===== src/rdac_pkg.sv =====
`timescale 1ns / 1ps

package rdac_pkg;

    typedef enum logic [1:0] {
        ST_IDLE = 2'b01,
        ST_EXEC = 2'b10
    } rdac_state_t;

    typedef enum logic {
        OP_READ  = 1'b0,
        OP_WRITE = 1'b1
    } rdac_op_t;

    typedef enum logic [1:0] {
        PORT_MASK   = 2'd0,
        PORT_RINDEX = 2'd1,
        PORT_WINDEX = 2'd2,
        PORT_DATA   = 2'd3
    } rdac_port_t;

    localparam logic [7:0] ID_BYTE    = 8'h70;
    localparam logic [7:0] MASK_RESET = 8'hff;
    localparam logic [2:0] UNLOCK_ID  = 3'd4;
    localparam logic [2:0] UNLOCK_CMD = 3'd5;

    localparam int BPP_W = 6;
    localparam int DIV_W = 3;

endpackage


===== src/rdac_cmd_dec.sv =====
`timescale 1ns / 1ps

module rdac_cmd_dec (
    input  logic [7:0]                cmd,
    output logic [rdac_pkg::BPP_W-1:0] bits_per_pixel,
    output logic [rdac_pkg::DIV_W-1:0] clock_divider_x2
);
    import rdac_pkg::*;

    logic [3:0] mode;

    assign mode = cmd[7:4];

    always_comb begin
        unique case (mode)
            4'h2, 4'h3, 4'h8, 4'ha: bits_per_pixel = BPP_W'(15);
            4'h4, 4'h9, 4'he:       bits_per_pixel = BPP_W'(24);
            4'h5, 4'h6, 4'hc:       bits_per_pixel = BPP_W'(16);
            4'h7, 4'hd:             bits_per_pixel = BPP_W'(32);
            default:                bits_per_pixel = BPP_W'(8);
        endcase
    end

    always_comb begin
        unique case (mode)
            4'h1:                                clock_divider_x2 = DIV_W'(1);
            4'h9:                                clock_divider_x2 = DIV_W'(3);
            4'h2, 4'h6, 4'h7, 4'h8, 4'ha, 4'hc:  clock_divider_x2 = DIV_W'(4);
            4'h4, 4'he:                          clock_divider_x2 = DIV_W'(6);
            default:                             clock_divider_x2 = DIV_W'(2);
        endcase
    end

endmodule


===== config.mk =====
export PLATFORM = sky130hd
export DESIGN_NAME = rdac_cmd_dec
export DESIGN_NICKNAME = d
export VERILOG_FILES = /design/src/rdac_pkg.sv /design/src/rdac_cmd_dec.sv
export SDC_FILE = /design/constraint.sdc
export NUM_CORES = 1
export LEC_CHECK = 0
export BUFFER_PORTS_ARGS = -buffer_cell sky130_fd_sc_hd__clkbuf_2
export CELL_PAD_IN_SITES_DETAIL_PLACEMENT = 1
export CELL_PAD_IN_SITES_GLOBAL_PLACEMENT = 1
export CORE_AREA = 2 2 39 41
export DETAILED_ROUTE_END_ITERATION = 12
export DIE_AREA = 0 0 41 43
export MAX_ROUTING_LAYER = met4
export PLACE_DENSITY_LB_ADDON = 0.1
export SYNTH_ARGS = -nofsm -noshare
export SYNTH_HDL_FRONTEND = slang
export SYNTH_SLANG_ARGS = --single-unit

===== constraint.sdc =====
create_clock -name vclk -period 3
set_clock_uncertainty 0.15 [all_clocks]
set_input_delay 0.3 -clock vclk [all_inputs]
set_output_delay 0.3 -clock vclk [all_outputs]
set_load 0.1 [all_outputs]

==> run metrics <==
endpoints failing setup 0; most frequent cells in the layout clkbuf_2, ha_1, inv_1, nor2_1; Post-CTS Setup Inserts 0; port buffer count 13; most common cell after layout, fill and taps aside clkbuf_2; DRT iter0 DRCs 0; clkbuf count 0; Syn Area/Cell 8.341 sq um; core area 0.001384 sq mm; die area 0.001763 sq mm; CP most frequent cell clkbuf_2; Slew HR 0.6392; P_sw 88.56 uW; first-pass iteration count of the detailed router 1; Net Sw Frac 0.8177; slowest CP cell mux4_2; global-route total usage across every layer 0.07700; Seq pwr share 0; vias in the first global route 220; ant diodes 0; RSZ-0062 raised after global routing false; critical path depth 6; Routed WL per cell 9.821 microns; hold_buf cts 0; cell-internal power 19.74 uW; Initial Util 0.1808; num sequential 0; first-pass GRT wire length 966 microns; Die Span Y 43 microns; Post-Syn Area 250.2 sq um; largest net degree at the start of global routing 9; outcome completed; CP required 2.55 ns; final net count 57; Overflow after GRT 0; final slew viol count 0; FP Rows 14; I/O pins 17; family with the most delay on the worst path buffers and inverters; detailed-route wire length 550 microns; Critical Path End clock_divider_x2[2]; Power Dens Cells 332.9 mW/mm^2; Max VDD drop 0.05944 mV; critical path arrival 1.83 ns; Max Cap Viol 0; FF+latch area 0 sq um; crit path max fanout 6; Hold Fails Final Rpt 0; kind of critical path in -> out; synth warn 0; crit end category primary output; Worst Path Buf+Inv 3; crit path from cmd[5]; # resized after CTS 0; Die X 41 microns; Worst Setup Start Kind primary input; logic gate share of total power 1.000; routed vias/inst 4.036; setup TNS 0 ns; Syn Inst Count 30; Synth Net Count 45; RD Place Congestion 0.6788; worst setup margin 0.7229 ns; layout cells sized above 1 0.4500; period utilization 0.7590; Seq/Total Area, Yosys 0; FMAX 439.1 MHz; DP Wirelength 489.2 microns; filler cell count 177; initial antenna violation count 0; clock share of power 0; Worst-Margin Slew 0.5436 ns; final core occ 0.2351; synthesis-to-finish area growth 30.00%; worst-path cell chain clkbuf_2 -> inv_1 -> ha_1 -> or2_0 -> mux4_2 -> clkbuf_2; Pleak 0.1812 nW; via count 226; Distinct cells, synth 15; worst hold path type in -> out; fin crit period 2.277 ns; # DRC 0; Setup Slack @ Placement 0.7108 ns; post-route ant nets 0; delay of the slowest cell on the worst path 0.45 ns
## how the worst min path moves through the flow
stage,startpoint,to,slack (ns),cells past startpoint
detailed placement,cmd[6],clock_divider_x2[0],1.01,3
finish,cmd[6],clock_divider_x2[0],1.0,3
floorplan,cmd[6],bits_per_pixel[0],0.64,1
global route,cmd[6],clock_divider_x2[0],1.04,3
CTS,cmd[6],clock_divider_x2[0],1.01,3
global placement,cmd[6],clock_divider_x2[0],1.00,3
## metrics by stage
| stage | cells | hold WS (ns) | instance area (sq um) | total power, mW |
|---|---|---|---|---|
| final | 56 | 0.9997 | 325.3 | 0.1083 |
| after CTS | 56 | 1.010 | 325.3 | 0.1098 |
| after global routing | 56 | 1.037 | 325.3 | 0.1142 |
| after detailed placement | 56 | 1.007 | 325.3 | 0.1096 |
| after global placement | 56 | 1.004 | 325.3 | 0.1089 |
| after floorplan | 30 | 0.6413 | 260.3 | 0.09567 |
## layer usage
layer | wire (microns) | GRT usage | up-vias
met3 | 12 | 0 | 0
met4 | 0 | 0 | 0
li1 | - | - | 117
met5 | 0 | - | -
met1 | 235 | 0.1054 | 106
met2 | 302 | 0.1313 | 3
## cell usage after synthesis
cell type  count  share of area
buf_2          1          0.020
nor3_1         1          0.020
o31ai_1        1          0.030
nand3b_1       1          0.030
inv_1          5          0.075
ha_1           7           0.35
or2_0          1          0.025
inv_2          1          0.015
nor2_1         3          0.045
buf_4          2          0.060
nand2_1        1          0.015
nor3b_1        1          0.030
mux2i_1        2          0.080
nor2b_1        1          0.025
mux4_2         2           0.18
## cells by family (layout without fill, tap and decap cells)
kind of cell	Yosys count	count (layout)	synth area share
compound gates	1	1	0.03001
buf+inv	9	19	0.1700
fa+ha+maj	7	7	0.3500
simple gates	9	9	0.1900
mux	4	4	0.2600
## final cells by class
type,instances,area (sq um),area share
timing repair buffer,13,65.06,0.2000
tap,16,20.02,0.06154
inverter,6,22.52,0.06923
multi-input combinational,21,217.7,0.6692
## tightest hold or removal path, stage by stage
cell and delay, ns:
clkbuf_2 0.14, nor2_1 0.05, clkbuf_2 0.36
## power groups by stage
stage                     clock network, mW  logic (mW)  registers, mW
final                                     0       0.108              0
after global routing                      0       0.114              0
after CTS                                 0       0.110              0
after detailed placement                  0       0.110              0
after global placement                    0       0.109              0
after floorplan                           0      0.0957              0
No activity file was read; power rests on OpenSTA's default activity.
