===== src/rdac_ram.sv =====
`timescale 1ns / 1ps

module rdac_ram #(
    parameter int WIDTH = 16,
    parameter int DEPTH = 256
) (
    input  logic                             aclk,
    input  logic                             we,
    input  logic [$clog2(DEPTH)-1:0]         waddr,
    input  logic [WIDTH-1:0]                 wdata,
    input  logic                             re,
    input  logic [$clog2(DEPTH)-1:0]         raddr,
    output logic [WIDTH-1:0]                 rdata
);

    logic [WIDTH-1:0] mem [DEPTH];
    logic [WIDTH-1:0] rdata_reg;

    always_ff @(posedge aclk) begin
        if (we) begin
            mem[waddr] <= wdata;
        end
        if (re) begin
            rdata_reg <= mem[raddr];
        end
    end

    assign rdata = rdata_reg;

endmodule


===== config.mk =====
export PLATFORM = sky130hd
export DESIGN_NAME = rdac_ram
export DESIGN_NICKNAME = d
export VERILOG_FILES = /design/src/rdac_ram.sv
export SDC_FILE = /design/constraint.sdc
export NUM_CORES = 2
export LEC_CHECK = 0
export BUFFER_PORTS_ARGS = -buffer_cell sky130_fd_sc_hd__buf_2
export CAP_MARGIN = 20
export CORE_UTILIZATION = 40
export CTS_CLUSTER_SIZE = 28
export DETAILED_ROUTE_END_ITERATION = 12
export GPL_ROUTABILITY_DRIVEN = 0
export SLEW_MARGIN = 10
export SYNTH_ARGS = -nofsm -noshare
export SYNTH_HDL_FRONTEND = slang
export SYNTH_SLANG_ARGS = --single-unit

===== constraint.sdc =====
create_clock -name aclk -period 5.13 [get_ports aclk]
set_clock_uncertainty 0.15 [all_clocks]
set_input_delay 0.7695 -clock aclk [delete_from_list [all_inputs] [get_ports aclk]]
set_output_delay 0.7695 -clock aclk [all_outputs]
set_load 0.02 [all_outputs]

==> flow_summary.ini <==
[synthesis]
synth.net_count = 7395
post_synth_most_frequent_cells = sky130_fd_sc_hd__edfxtp_1 (4,112), sky130_fd_sc_hd__mux4_2 (797), sky130_fd_sc_hd__mux2i_1 (565), sky130_fd_sc_hd__nor2_1 (304), sky130_fd_sc_hd__o221ai_1 (252)
yosys.cell_types.count = 51
postSynth.asyncResetShare_pct = 0
seq_cells_post_synth = 4112
synthMostInstantiatedCell = sky130_fd_sc_hd__edfxtp_1
syn_area_per_cell_um2 = 21.6
syn_inst = 7360
mappedNetlistArea_um2 = 159000
ys_seq_area_share_pct = 77.7
synth_top_cell_by_area = sky130_fd_sc_hd__edfxtp_1
dominantRegCellSynth = sky130_fd_sc_hd__edfxtp_1
top_post_synthesis_cells_by_area = sky130_fd_sc_hd__edfxtp_1 (78%), sky130_fd_sc_hd__mux4_2 (11%), sky130_fd_sc_hd__mux2i_1 (3.6%), sky130_fd_sc_hd__o221ai_1 (1.4%), sky130_fd_sc_hd__nor2_1 (0.72%)
synthDominantCellAreaShare_pct = 77.7
yosys_warnings = 0
synth_enable_flop_cells = 4112

[power_and_ir_drop]
power.sequential.fraction_pct = 53.4
power_report.internal_total_mw = 54.4
power.share.clock_pct = 41.5
net-switching-power_mw = 15.0
sw_share_pct = 21.6
combinationalPowerShare_pct = 5.1
static_leakage_nw = 57.4
powerDensity_nw_per_um2 = 382
worst_ir_drop_vdd_mv = 0.282

[worst_setup_path]
cp_slowest_cell = sky130_fd_sc_hd__nand4_1
critical_path_required_ps = 5720
timing.critical_path.arrival_ps = 4410
critPathMaxStageDelay_ps = 670
crit_buf_inv = 3
crit_path_frequent_cell = sky130_fd_sc_hd__buf_12
worstSetupPathType = input port to register
timing.critical_path.cells = buf_8 -> nand2b_4 -> buf_12 -> buf_12 -> o221ai_1 -> o22ai_1 -> a21oi_1 -> nand4_1 -> nor4_1
path_max_fanout = 52
timing.critical_path.max_delay_family = simple AND/OR/NAND/NOR gates
cp-end-kind = register
startpoint_type = input port

[routing]
avgRoutedWirePerCell_um = 32.0
detail-route-antenna-nets = 0
vias_per_cell = 5.89
routed_wire_length_um = 432000
detailroute.via_count = 79642
route.detailed.drc = 0
detailedRoute.firstIterationViolations = 9853
drt_pre_antenna_iters = 5

[global_route]
grt.met1_usage_pct = 29.1
track_usage_pct = 21.4
global_route_wire_length_before_repair_um = 609000
grt_busiest_layer = met2
grt_start_max_net_pins = 144
grt_antenna_before_repair = 22
grt_pass1_vias = 79129
overflow = 0
globalRouteMet2Util_pct = 34.9
use_met3_pct = 3.89

[cts]
cts_buffers = 405
clock_insertion_delay_worst_skew_ps = 1010
cts.repair_timing.setup_buffer_count = 0
cts.path.max_buffers = 4
max_h_tree_level = 5
clkTransAtPathRegs_ps = 60
cts.root.buffer_cell = sky130_fd_sc_hd__clkbuf_16
cts_hold_buf = 0
tritoncts_clock_tree = built
number_of_instances_resized_during_post_cts_repair = 0
clock_sinks = 4112

[floorplan]
die_w_um = 632
vert_die_dim_um = 632
dieArea_um2 = 400000
num_rows = 231
core_region_area_um2 = 396000
boundaryPins = 51
initial_utilization_pct = 40.2

[layout]
final_cells = 13513
post_route_cells_drive_above_1_share_pct = 26.5
area.growth.synth_to_final_pct = 14.3
finish.net_count = 7966
largest_register_ffs = 4096

[timing]
fin_crit_sh_pct = 74.4
timing.slew.headroom_pct = 11.3
unrepaired_setup_endpoints_after_global_routing = false
timing_worst_slew_pin_value_ps = 1330
final_period_minus_worst_setup_slack_ps = 3820
hold_viol = 0
finalMaxSlewViolations = 0
clock.fmax_mhz = 262
setup-violations-final = 0
fin_setup_tns_ps = 0

[min_path]
hp-class = input port to register

[place]
dp_hpwl_um = 262000
io_buffer_count = 50
post-place-cells = 12762

[outcome]
status = complete, no violations

[flow_run]
max_cap_violations = 0
[cell type report]
class                           count  area [um2]
Antenna cell                       15        37.5
Inverter                            4        27.5
Timing Repair Buffer              616        5710
Tap cell                         5242        6560
Multi-Input combinational cell   2792       33000
Fill cell                       32452      214000
Sequential cell                  4112      123000
Clock buffer                      479       10500
Clock inverter                    253        2330
[power groups by stage]
| stage | combinational, mW | sequential, mW | clock, mW |
|---|---|---|---|
| after floorplan | 1.83 | 37.8 | 0 |
| after global routing | 3.71 | 37.1 | 30.5 |
| after CTS | 3.58 | 37.1 | 29.2 |
| final | 3.54 | 37.1 | 28.8 |
| after global placement | 3.51 | 37.8 | 0 |
| after detailed placement | 3.57 | 37.8 | 0 |
[cells by family after synthesis]
| group | share of synthesized area [%] |
|---|---|
| compound gates | 3.53 |
| buf+inv | 1.69 |
| flops | 77.7 |
| mux | 15.5 |
| simple gates | 1.57 |
[worst reg2reg max path, delay by kind of cell (launching register included)]
family	cells	cell delay, ps
multiplexers	2	780
AND/OR/NAND/NOR	1	150
AO/OA/AOI/OAI	3	1430
flip-flops	1	370
buffers and inverters	1	230
[metrics by stage]
step	area, um2	util [%]	hold slack, ps	worst slack [ps]	total power [mW]
final	182000	45.9	80.7	1310	69.5
after detailed placement	169000	42.7	990	414	41.4
after CTS	182000	45.9	19.5	1430	69.9
after global routing	182000	45.9	52.1	1250	71.3
after floorplan	159000	-	718	1960	39.6
after global placement	169000	42.6	991	414	41.3
[path summary, 6_finish.rpt]
check | start | endpoint | slack (ps) | cells past startpoint
setup / recovery | raddr[1] | rdata[9] | 1310 | 9
hold / removal | wdata[0] | mem[125][0] | 80 | 1
setup reg to reg | mem[131][6] | rdata[6] | 1750 | 7
hold reg to reg | mem[210][0] | rdata[0] | 1040 | 6
[cells in the final DEF (no fill, tap or decap), types with 28 or more instances in the layout]
cell                        netlist  routed
sky130_fd_sc_hd__a21oi_1        175     175
sky130_fd_sc_hd__a221oi_1        28      28
sky130_fd_sc_hd__a22o_1          32      32
sky130_fd_sc_hd__a22oi_1         43      43
sky130_fd_sc_hd__buf_12           5      72
sky130_fd_sc_hd__buf_2           76      29
sky130_fd_sc_hd__buf_4           26     480
sky130_fd_sc_hd__buf_8           11      32
sky130_fd_sc_hd__bufinv_16        0      30
sky130_fd_sc_hd__clkbuf_1       230      71
sky130_fd_sc_hd__clkbuf_16        0     408
sky130_fd_sc_hd__clkinv_1         0      99
sky130_fd_sc_hd__clkinv_2         0      82
sky130_fd_sc_hd__edfxtp_1      4112    4112
sky130_fd_sc_hd__mux2_2          88      88
sky130_fd_sc_hd__mux2i_1        565     565
sky130_fd_sc_hd__mux4_2         797     797
sky130_fd_sc_hd__nand2_1         38      38
sky130_fd_sc_hd__nor2_1         304     205
sky130_fd_sc_hd__nor2_2           0      99
sky130_fd_sc_hd__nor3_1          92      90
sky130_fd_sc_hd__o21ai_0         37      36
sky130_fd_sc_hd__o221ai_1       252     252
sky130_fd_sc_hd__o22ai_1        148     148
[per-layer routing]
layer	part of all wire [%]	vias up
met1	39	42770
li1	-	32455
met4	3.6	2
met3	8.4	704
met5	0.0037	-
met2	49	3711
No activity file was read; power rests on OpenSTA's default activity.
